File: config.mk
export PLATFORM = sky130hd
export DESIGN_NAME = bspe_ctrl
export DESIGN_NICKNAME = d
export VERILOG_FILES = /design/src/rtl/bspe_pkg.sv /design/src/rtl/bspe_ctrl.sv
export SDC_FILE = /design/constraint.sdc
export NUM_CORES = 1
export LEC_CHECK = 0
export ABC_AREA = 1
export ABC_CLOCK_PERIOD_IN_PS = 1400
export BUFFER_PORTS_ARGS = -buffer_cell sky130_fd_sc_hd__buf_2
export CAP_MARGIN = 40
export CELL_PAD_IN_SITES_DETAIL_PLACEMENT = 1
export CELL_PAD_IN_SITES_GLOBAL_PLACEMENT = 1
export CORE_AREA = 2 2 39 41
export CTS_BUF_LIST = sky130_fd_sc_hd__clkbuf_8
export CTS_CLUSTER_SIZE = 12
export DETAILED_ROUTE_END_ITERATION = 10
export DIE_AREA = 0 0 41 43
export HOLD_SLACK_MARGIN = 0.15
export PLACE_DENSITY_LB_ADDON = 0.15
export SETUP_SLACK_MARGIN = 0.3
export SLEW_MARGIN = 20
export SYNTH_ARGS = -nofsm -noshare
export SYNTH_HDL_FRONTEND = slang
export SYNTH_SLANG_ARGS = --single-unit
File: constraint.sdc
create_clock -name clk_i -period 1.4 [get_ports clk_i]
set_clock_uncertainty 0.2 [all_clocks]
set_input_delay 0.07 -clock clk_i [delete_from_list [all_inputs] [get_ports clk_i]]
set_output_delay 0.07 -clock clk_i [all_outputs]
set_load 0.02 [all_outputs]
File: src/rtl/bspe_pkg.sv
// Shared constants, codes and controller command type for the bit stream packer.
package bspe_pkg;

  // Word geometry (fixed)
  localparam int WORD_BITS    = 32;
  localparam int OFF_W        = 5;
  localparam int CNT_W        = 6;
  localparam int POS_W        = 15;
  localparam int LEN_W        = 16;
  localparam int STAT_W       = 2;

  // Default store size in words
  localparam int STORE_WORDS  = 1024;

  // Item operation
  typedef enum logic {
    OP_APPEND = 1'b0,
    OP_READ   = 1'b1
  } op_e;

  // Result status
  typedef enum logic [STAT_W-1:0] {
    STAT_OK   = 2'd0,
    STAT_WIDE = 2'd1,
    STAT_FULL = 2'd2
  } stat_e;

  // Controller to datapath commands
  typedef struct packed {
    logic load;    // capture the incoming word
    logic fetch;   // read both store banks
    logic finish;  // compute, write back, load the result register
  } cmd_t;

endpackage

File: src/rtl/bspe_ctrl.sv
// Sequencing state machine and handshake control for the bit stream packer.
module bspe_ctrl (
  input  logic          clk_i,
  input  logic          rst_ni,
  input  logic          in_valid_i,
  output logic          in_stall_o,
  output logic          out_valid_o,
  input  logic          out_stall_i,
  output bspe_pkg::cmd_t cmd_o
);

  typedef enum logic [1:0] {
    S_IDLE,
    S_FETCH,
    S_WRITE
  } state_e;

  state_e state_q, state_d;
  logic   out_valid_q, out_valid_d;
  logic   out_free;
  logic   finish;
  logic   in_take;

  // Result slot is free when empty or being taken this cycle
  assign out_free   = !out_valid_q || !out_stall_i;
  assign finish     = (state_q == S_WRITE) && out_free;
  assign in_stall_o = !((state_q == S_IDLE) || finish);
  assign in_take    = in_valid_i && !in_stall_o;

  // Next state and result valid
  always_comb begin
    state_d = state_q;
    case (state_q)
      S_IDLE: begin
        if (in_take) state_d = S_FETCH;
      end
      S_FETCH: begin
        state_d = S_WRITE;
      end
      S_WRITE: begin
        if (finish) state_d = in_take ? S_FETCH : S_IDLE;
      end
      default: begin
        state_d = S_IDLE;
      end
    endcase

    out_valid_d = out_valid_q;
    if (finish) begin
      out_valid_d = 1'b1;
    end else if (out_valid_q && !out_stall_i) begin
      out_valid_d = 1'b0;
    end
  end

  // State and registered outputs
  always_ff @(posedge clk_i or negedge rst_ni) begin
    if (!rst_ni) begin
      state_q     <= S_IDLE;
      out_valid_q <= 1'b0;
    end else begin
      state_q     <= state_d;
      out_valid_q <= out_valid_d;
    end
  end

  assign out_valid_o   = out_valid_q;
  assign cmd_o.load    = in_take;
  assign cmd_o.fetch   = (state_q == S_FETCH);
  assign cmd_o.finish  = finish;

endmodule

==> Yosys cells after proc, flatten, opt, wreduce, memory -nomap -nowiden <==
Index checks and enable logic that the tools add are counted.
{ "op_classes": {"addsub": 0, "multipliers": 0, "div": 0, "magnitude_cmp": 0, "n_eq_ne": 4, "n_shift": 0, "muxes": 6, "bitwise_logic": 0, "reduce_logical": 11} }
{ "op_table": {"columns": ["operator", "count"], "rows": [
  ["one-hot mux 2 bit (3 select lines)", 1],
  ["two-way mux 2 bit", 2],
  ["inequality test 2 bit (second input constant)", 2],
  ["logical AND 1 bit", 3],
  ["zero test 1 bit", 3],
  ["two-way mux 1 bit", 3],
  ["equality test 2 x 1 -> 1 bit (second input constant)", 1],
  ["equality test 2 bit (second input constant)", 1],
  ["zero test 2 bit", 1],
  ["logical OR 1 bit", 2],
  ["AND reduction 2 bit", 1],
  ["nonzero test 2 bit", 1]
]} }
{ "word_totals": {"ff_bits": 3, "latchBits": 0, "ram_bits": 0, "mem_bits_ro": 0, "inputBits": 4, "output_inout_bits": 5, "word_cells": 23, "mem_count": 0} }

==> Depth between registers and ports, before layout <==
Gate-level depths: netlist of the first run.
{ "depth": {"word_depth": 8, "mapped_depth": 4, "mapped_depth_nobuf": 3} }

==> Worst setup path before layout of the first run <==
No wires, ideal clock.
{ "synth_timing": {"path_type": "register to output", "start": "register out_valid_q (netlist: out_valid_o)", "end": "output cmd_o[2] in the netlist's numbering", "arrival_ns": 0.926, "required_ns": 1.130, "setup_slack_ns": 0.204, "path_stages_with_launch": 5, "cell_sequence": "dfrtp_1 -> nand3_1 -> nand2_2 -> nor2_1 -> buf_4"} }
{ "synth_between": {"elab_chain_cells": 5} }
{ "synth_rtl": {"columns": ["item", "line", "rtl"], "rows": [
  ["start: declaration", "bspe_ctrl.sv:19", "logic out_valid_q, out_valid_d;"],
  ["start signal: assignment", "bspe_ctrl.sv:63", "out_valid_q <= out_valid_d;"],
  ["zero test 1 bit", "bspe_ctrl.sv:25", "assign out_free = !out_valid_q || !out_stall_i;"],
  ["logical OR 1 bit", "bspe_ctrl.sv:25", null],
  ["logical AND 1 bit", "bspe_ctrl.sv:26", "assign finish = (state_q == S_WRITE) && out_free;"],
  ["logical OR 1 bit", "bspe_ctrl.sv:27", "assign in_stall_o = !((state_q == S_IDLE) || finish);"],
  ["logical AND 1 bit", "bspe_ctrl.sv:28", "assign in_take = in_valid_i && !in_stall_o;"],
  ["end: declaration", "bspe_ctrl.sv:9", "output bspe_pkg::cmd_t cmd_o"]
]} }
No other way between the ends.

==> metrics.md, run 1 <==
| Metric | Value |
|---|---|
| Layout cell share with drive strength beyond 1 | 60.6% |
| Clock Path Buffers | 2 |
| Layout area overhead | 109% |
| Register area share after synthesis | 48.0% |
| Number of synthesized flops with an enable pin | 0 |
| Fin. max-slew vios | 0 |
| Post-synth top cells | nand2_1 (4), buf_4 (3), dfrtp_1 (3), inv_1 (3), nor2_1 (2) |
| Cell Rows | 14 |
| Final setup viols | 0 |
| Relative slew margins | roughly nine tenths |
| Worst slew pin tran | 0.122 ns |
| CTS tree | built |
| Root Buffer | clkbuf_8 |
| WL per Instance | 8.33 um |
| Reg2Reg Capture Point | out_valid_o |
| Syn_area_per_cell | a little under 8 um^2 |
| Crit-path leading delay family | flip-flops |
| DRT Pass-1 Iters | 1 |
| Max-cap violations | 0 |
| Yosys top cell by area | dfrtp_1 |
| Antenna violations before repair | 0 |
| Clk Latency, worst-skew pair | 0.21 ns |
| Most frequent cell after synthesis | nand2_1 |
| # IOs | 9 |
| Clock sinks | 3 |
| Hold Path End | out_valid_o |
| R2R cell count | 4 |
| CP Cell Sequence | nand3_2 > nand2_4 > nor2_4 > buf_6 |
| CTS Hold Bufs | 3 |
| FFs w/ async S/R, synth | between 90% and 100% |
| Top cells by area, synth | dfrtp_1 (48%), buf_4 (14%), nand2_1 (9.6%) |
| Crit start category | flop |
| DP HPWL | 316 um |
| Yosys warns | 0 |
| Post-synthesis register bit count | 3 |
| Total power divided by cell area | 1440 nW/um^2 |
| CP max FO | 3 |
| Vias post-DR | 167 |
| RSZ-0062 raised after global routing | true |
| Cell count after synthesis | 20 |
| Gr ovfl total | 0 |
| Pin count of the biggest net entering global routing | 5 |
| Synth top area share | 48.0% |
| Port buffer count | 8 |
| CTS buffer count | 3 |
| Status | finished with violations |
| Cell area after layout | 327 um^2 |
| Critical path class | reg2out |
| Post-synthesis cell area | 156 um^2 |
| Clk slew on worst S/H paths | about 0.030 ns |
| Starting DRT DRC Count | 0 |
| Crit path time final | roughly 1.3 ns |
| Die X | roughly 41 um |
| Aggregate negative setup slack | 0 ns |
| Slowest CP cell | dfrtp_2 |
| Final GP Congestion | 0.551 |
| Fmax | between 700 and 800 MHz |
| Min-delay src | out_stall_i |
| Ant. Diodes | 0 |
| Reg2reg start | state_q[0] |
| Initial Util | 11.3% |
| Violated checks | negative hold slack |
| Synth cell types | 10 |
| First-pass GRT wire length | approximately 640 um |
| Die Ht | roughly 43 um |
| DRC Markers | 0 |
| Flop-to-flop setup slack | 0.41 ns |
| ANT nets after route | 0 |
| Leakage | 0.168 nW |
| Max rail drop VDD | about 0.0005 V |
| Vias per cell | 3.41 |
| Worst setup EP type | output port |
| Crit path required time | around 1.1 ns |
| Fin nets | 38 |
| Post-synthesis net count | 24 |
| Hold path depth | 3 |
| WP data arrival | 1.00 ns |
| Die area | 1760 um^2 |
| Fin Hold WS | -0.0474 ns |
| Core Region | 1380 um^2 |
| H-tree Lvls | 1 |
| Final hold violation count | 2 |
| All-Layer GR Usage | under 10% |
| Worst path buffer plus inverter count | 1 |
| Post-Route WL | 408 um |
| Placed Area | 205 um^2 |
| Predominant post-synthesis flop cell | dfrtp_1 |
| Period utilization | 90.6% |
| Number of global-route vias before repair | 183 |
| Crit-path max cell delay | about 0.43 ns |
| Hold Path Class | in2reg |
layer usage:
metal / GRT usage [%] / up-vias / share of wire, %
li1: - / 82 / -
met1: 6.13 / 80 / 37
met2: 8.44 / 5 / 55
met3: 1.57 / 0 / 7.1
met4: 6.00 / 0 / 0
met5: 0 / - / 0
kinds of logic after synthesis:
group / count (synthesis) / share of synthesized area, %
simple gates: 8 / 21.6
compound gates: 2 / 6.39
buf+inv: 7 / 24.0
flops: 3 / 48.0
worst register-to-register path, stage by stage (launching register included):
cell,delay [ns]
dfrtp_1,0.38
inv_2,0.10
nand2_4,0.06
buf_4,0.12
nand2_1,0.06
stage by stage:
| step | util, % | worst slack [ns] | std cells | hold slack [ns] | power, mW |
|---|---|---|---|---|---|
| floorplan | - | 0.276 | 20 | -0.426 | 0.176 |
| finish | 23.6 | 0.132 | 49 | -0.0474 | 0.469 |
| CTS | 22.3 | 0.106 | 48 | -0.0483 | 0.467 |
| global route | 23.6 | 0.0869 | 49 | -0.0215 | 0.492 |
| detailed placement | 14.8 | 0.290 | 41 | -0.331 | 0.196 |
| global placement | 14.8 | 0.326 | 41 | -0.333 | 0.194 |
flip-flops by register name (all words and copies together), names as in the netlist:
name,cells
state_q,2
out_valid_o,1
final cells by class:
| type | instances | area [um^2] |
|---|---|---|
| fillers | 166 | 1060 |
| inverters | 4 | 15.0 |
| clock inverters | 1 | 3.75 |
| well taps | 16 | 20.0 |
| repair buffers | 12 | 96.3 |
| flip-flops and latches | 3 | 77.6 |
| clock buffers | 3 | 41.3 |
| multi-input cells | 10 | 72.6 |
how the worst max path moves through the flow:
stage,cells past startpoint,from,endpoint,slack (ns)
after CTS,4,out_valid_o,cmd_o[2],0.11
after global routing,4,state_q[0],cmd_o[0],0.09
after detailed placement,4,state_q[0],cmd_o[0],0.29
after global placement,4,state_q[0],cmd_o[0],0.33
after floorplan,4,out_valid_o,cmd_o[2],0.28
final,4,state_q[1],cmd_o[2],0.13
cell usage in the layout (no fill, tap or decap):
| cell | netlist | layout |
|---|---|---|
| buf_2 | 0 | 5 |
| inv_1 | 3 | 4 |
| nand2_1 | 4 | 3 |
| clkbuf_8 | 0 | 3 |
| dlygate4sd3_1 | 0 | 3 |
| buf_6 | 0 | 3 |
| nand2_4 | 0 | 2 |
| dfrtp_2 | 0 | 2 |
| inv_2 | 1 | 1 |
| a21oi_2 | 0 | 1 |
| nand3_2 | 0 | 1 |
| nor2_4 | 0 | 1 |
| nor2_1 | 2 | 1 |
| o21ai_1 | 1 | 1 |
| buf_4 | 3 | 1 |
| dfrtp_1 | 3 | 1 |
where the power goes:
part / internal (mW) / switching (mW)
Combinational: 0.0512 / 0.0617
Clock: 0.186 / 0.0523
Sequential: 0.102 / 0.0157
Total: 0.339 / 0.130
timing repair:
item / in CTS / in global routing
hold endpoints to repair: 6 / 3
gates cloned: 0 / 0
setup endpoints to repair: 4 / 4
setup buffers: 0 / 1
resized for setup: 9 / 3
pin swaps: 3 / 3
(Power assumes the default switching activity.)
==> inputs of run 2 (changes only) <==
--- a/config.mk
+++ b/config.mk
@@ -18,8 +18,10 @@
 export DIE_AREA = 0 0 41 43
 export HOLD_SLACK_MARGIN = 0.15
 export PLACE_DENSITY_LB_ADDON = 0.15
+export RECOVER_POWER = 100
 export SETUP_SLACK_MARGIN = 0.3
 export SLEW_MARGIN = 20
 export SYNTH_ARGS = -nofsm -noshare
 export SYNTH_HDL_FRONTEND = slang
 export SYNTH_SLANG_ARGS = --single-unit
+export TNS_END_PERCENT = 100
==> metrics.md, run 2 (synthesis gave the netlist of run 1 again) <==
| Metric | Value |
|---|---|
| Largest register FFs | 2 (unchanged) |
| Crit path required time | 1.13 ns (about the same) |
| DRT Pass-1 Iters | 1 (unchanged) |
| Antenna violations before repair | 0 (unchanged) |
| CP max FO | 3 (unchanged) |
| Reg with most FFs | state_q |
| Port buffer count | 8 (unchanged) |
| Vias post-DR | 165 (-1.2%) |
| Cell Rows | 14 (unchanged) |
| Final setup viols | 0 (unchanged) |
| Post-place setup slack | 0.290 ns (unchanged) |
| Layout cell share with drive strength beyond 1 | 51.5% (-9.1 points) |
| Cell area after layout | 317 um^2 (-3.1%) |
| Core Region | 1380 um^2 (unchanged) |
| Die Ht | 43 um (unchanged) |
| Total power divided by cell area | 1460 nW/um^2 (+1.5%) |
| Clock Path Buffers | 2 (unchanged) |
| Area of the multi-input gates | 72.6 um^2 (unchanged) |
| Fin nets | 38 (unchanged) |
| Clk Latency, worst-skew pair | 0.21 ns (about the same) |
| Commonest non-fill, non-tap cell in the layout | inv_1 |
| Final hold violation count | 2 (unchanged) |
| Number of global-route vias before repair | 183 (unchanged) |
| ANT nets after route | 0 (unchanged) |
| Crit start category | flop |
| DRC Markers | 0 (unchanged) |
| Clk slew on worst S/H paths | 0.03 ns (about the same) |
| Pin count of the biggest net entering global routing | 5 (unchanged) |
| Status | finished with violations |
| First-pass GRT wire length | 641 um (unchanged) |
| Gr ovfl total | 0 (unchanged) |
| Sequential cell area | 76.3 um^2 (-1.6%) |
| Flop-to-flop setup slack | 0.40 ns (about the same) |
| Crit-path max cell delay | 0.42 ns (about the same) |
| CTS buffer count | 3 (unchanged) |
| Max-cap violations | 0 (unchanged) |
| Die area | 1760 um^2 (unchanged) |
| All-Layer GR Usage | 5.83% (unchanged) |
| Violated checks | negative hold slack |
| Clock sinks | 3 (unchanged) |
| CTS tree | built |
| Crit path time final | 1.29 ns (+0.0226 ns) |
| Vias per cell | 3.37 (-1.2%) |
| Ant. Diodes | 0 (unchanged) |
| Relative slew margins | 83.5% (-8.3 points) |
| Post-Route WL | 418 um (+2.5%) |
| Util after Layout | 22.9% (-0.72 points) |
| Fin. max-slew vios | 0 (unchanged) |
| CP Cell Sequence | nand3_2 > nand2_4 > clkbuf_2 |
| WL per Instance | 8.53 um (+2.5%) |
| DP HPWL | 316 um (unchanged) |
| Max rail drop VDD | 0.000501 V (-0.44%) |
| Worst slew pin tran | 0.248 ns (+0.127 ns) |
| Crit-path leading delay family | flip-flops |
| H-tree Lvls | 1 (unchanged) |
| Die X | 41 um (unchanged) |
| Worst path buffer plus inverter count | 1 (unchanged) |
| # IOs | 9 (unchanged) |
| Fillers | 170 (+2.4%) |
| Fin Hold WS | -0.0485 ns (-0.00111 ns) |
| Commonest non-fill, non-tap cells in the layout | inv_1 (4), nand2_1 (3), clkbuf_8 (3), dlygate4sd3_1 (3) |
| Slowest CP cell | dfrtp_1 |
| Aggregate negative setup slack | 0 ns (unchanged) |
| Layout area overhead | 102% |
| Final GP Congestion | 0.551 (unchanged) |
| CTS Hold Bufs | 3 (unchanged) |
| Fmax | 775 MHz (-1.7%) |
| Leakage | 0.161 nW (-3.8%) |
| WP data arrival | 1.02 ns (+0.02 ns) |
| Setup WS post-layout | 0.110 ns (-0.0226 ns) |
| RSZ-0062 raised after global routing | true |
| Critical path class | reg2out |
| Worst setup EP type | output port |
| Period utilization | 92.2% (+1.6 points) |
| Initial Util | 11.3% (unchanged) |
| Final Total Pwr | 0.461 mW (-1.6%) |
| Hold Path Class | in2reg |
| Placed Area | 205 um^2 (unchanged) |
| Starting DRT DRC Count | 0 (unchanged) |
| Root Buffer | clkbuf_8 |
-- run 2: cell count changes in the layout (fill, tap and decap cells not counted), sizes merged --
cell	before	now
buf	9	5
clkbuf	3	7
-- run 2: final cells by class --
cell class | instances | area share (%)
Inverter | 4 | 4.74
Sequential cell | 3 | 24.1
Timing Repair Buffer | 12 | 27.7
Clock inverter | 1 | 1.19
Tap cell | 16 | 6.32
Multi-Input combinational cell | 10 | 22.9
Clock buffer | 3 | 13.0
-- run 2: final timing paths --
check	endpoint	startpoint	cells past startpoint
worst min register to register	state_q[1]	state_q[0]	2
worst max register to register	state_q[1]	state_q[0]	3
max in group asynchronous	out_valid_o	rst_ni	3
worst max-delay path	in_stall_o	state_q[1]	3
min in group asynchronous	state_q[0]	rst_ni	3
worst min-delay path	out_valid_o	out_stall_i	3
-- run 2: power breakdown --
group	total (mW)	internal, mW	leakage, nW	switching, mW
logic	0.106	0.0448	0.0978	0.0609
clock network	0.239	0.186	0.0269	0.0523
registers	0.117	0.101	0.0368	0.0162
-- run 2: per-layer routing --
metal,track usage [%],routed length [um],up-vias
li1,-,-,81
met3,1.57,30,0
met4,6.00,0,0
met1,6.13,157,79
met2,8.44,230,5
met5,0,0,-
-- run 2: timing repair --
item,4_1_cts,5_1_grt
resized for setup,9,3
buffers inserted,0,1
hold endpoints to repair,6,3
endpoints found under the setup margin,4,4
pin swaps,3,3
-- run 2: tightest hold or removal path, cell delays in order --
cell     delay (ns)
buf_2          0.12
nand2_1        0.06
nand2_1        0.07
-- run 2: metrics by stage --
step                      instances  hold slack [ns]
final                            49          -0.0485
after detailed placement         41           -0.331
after CTS                        48          -0.0483
after global routing             49          -0.0266
after floorplan                  20           -0.426
after global placement           41           -0.333
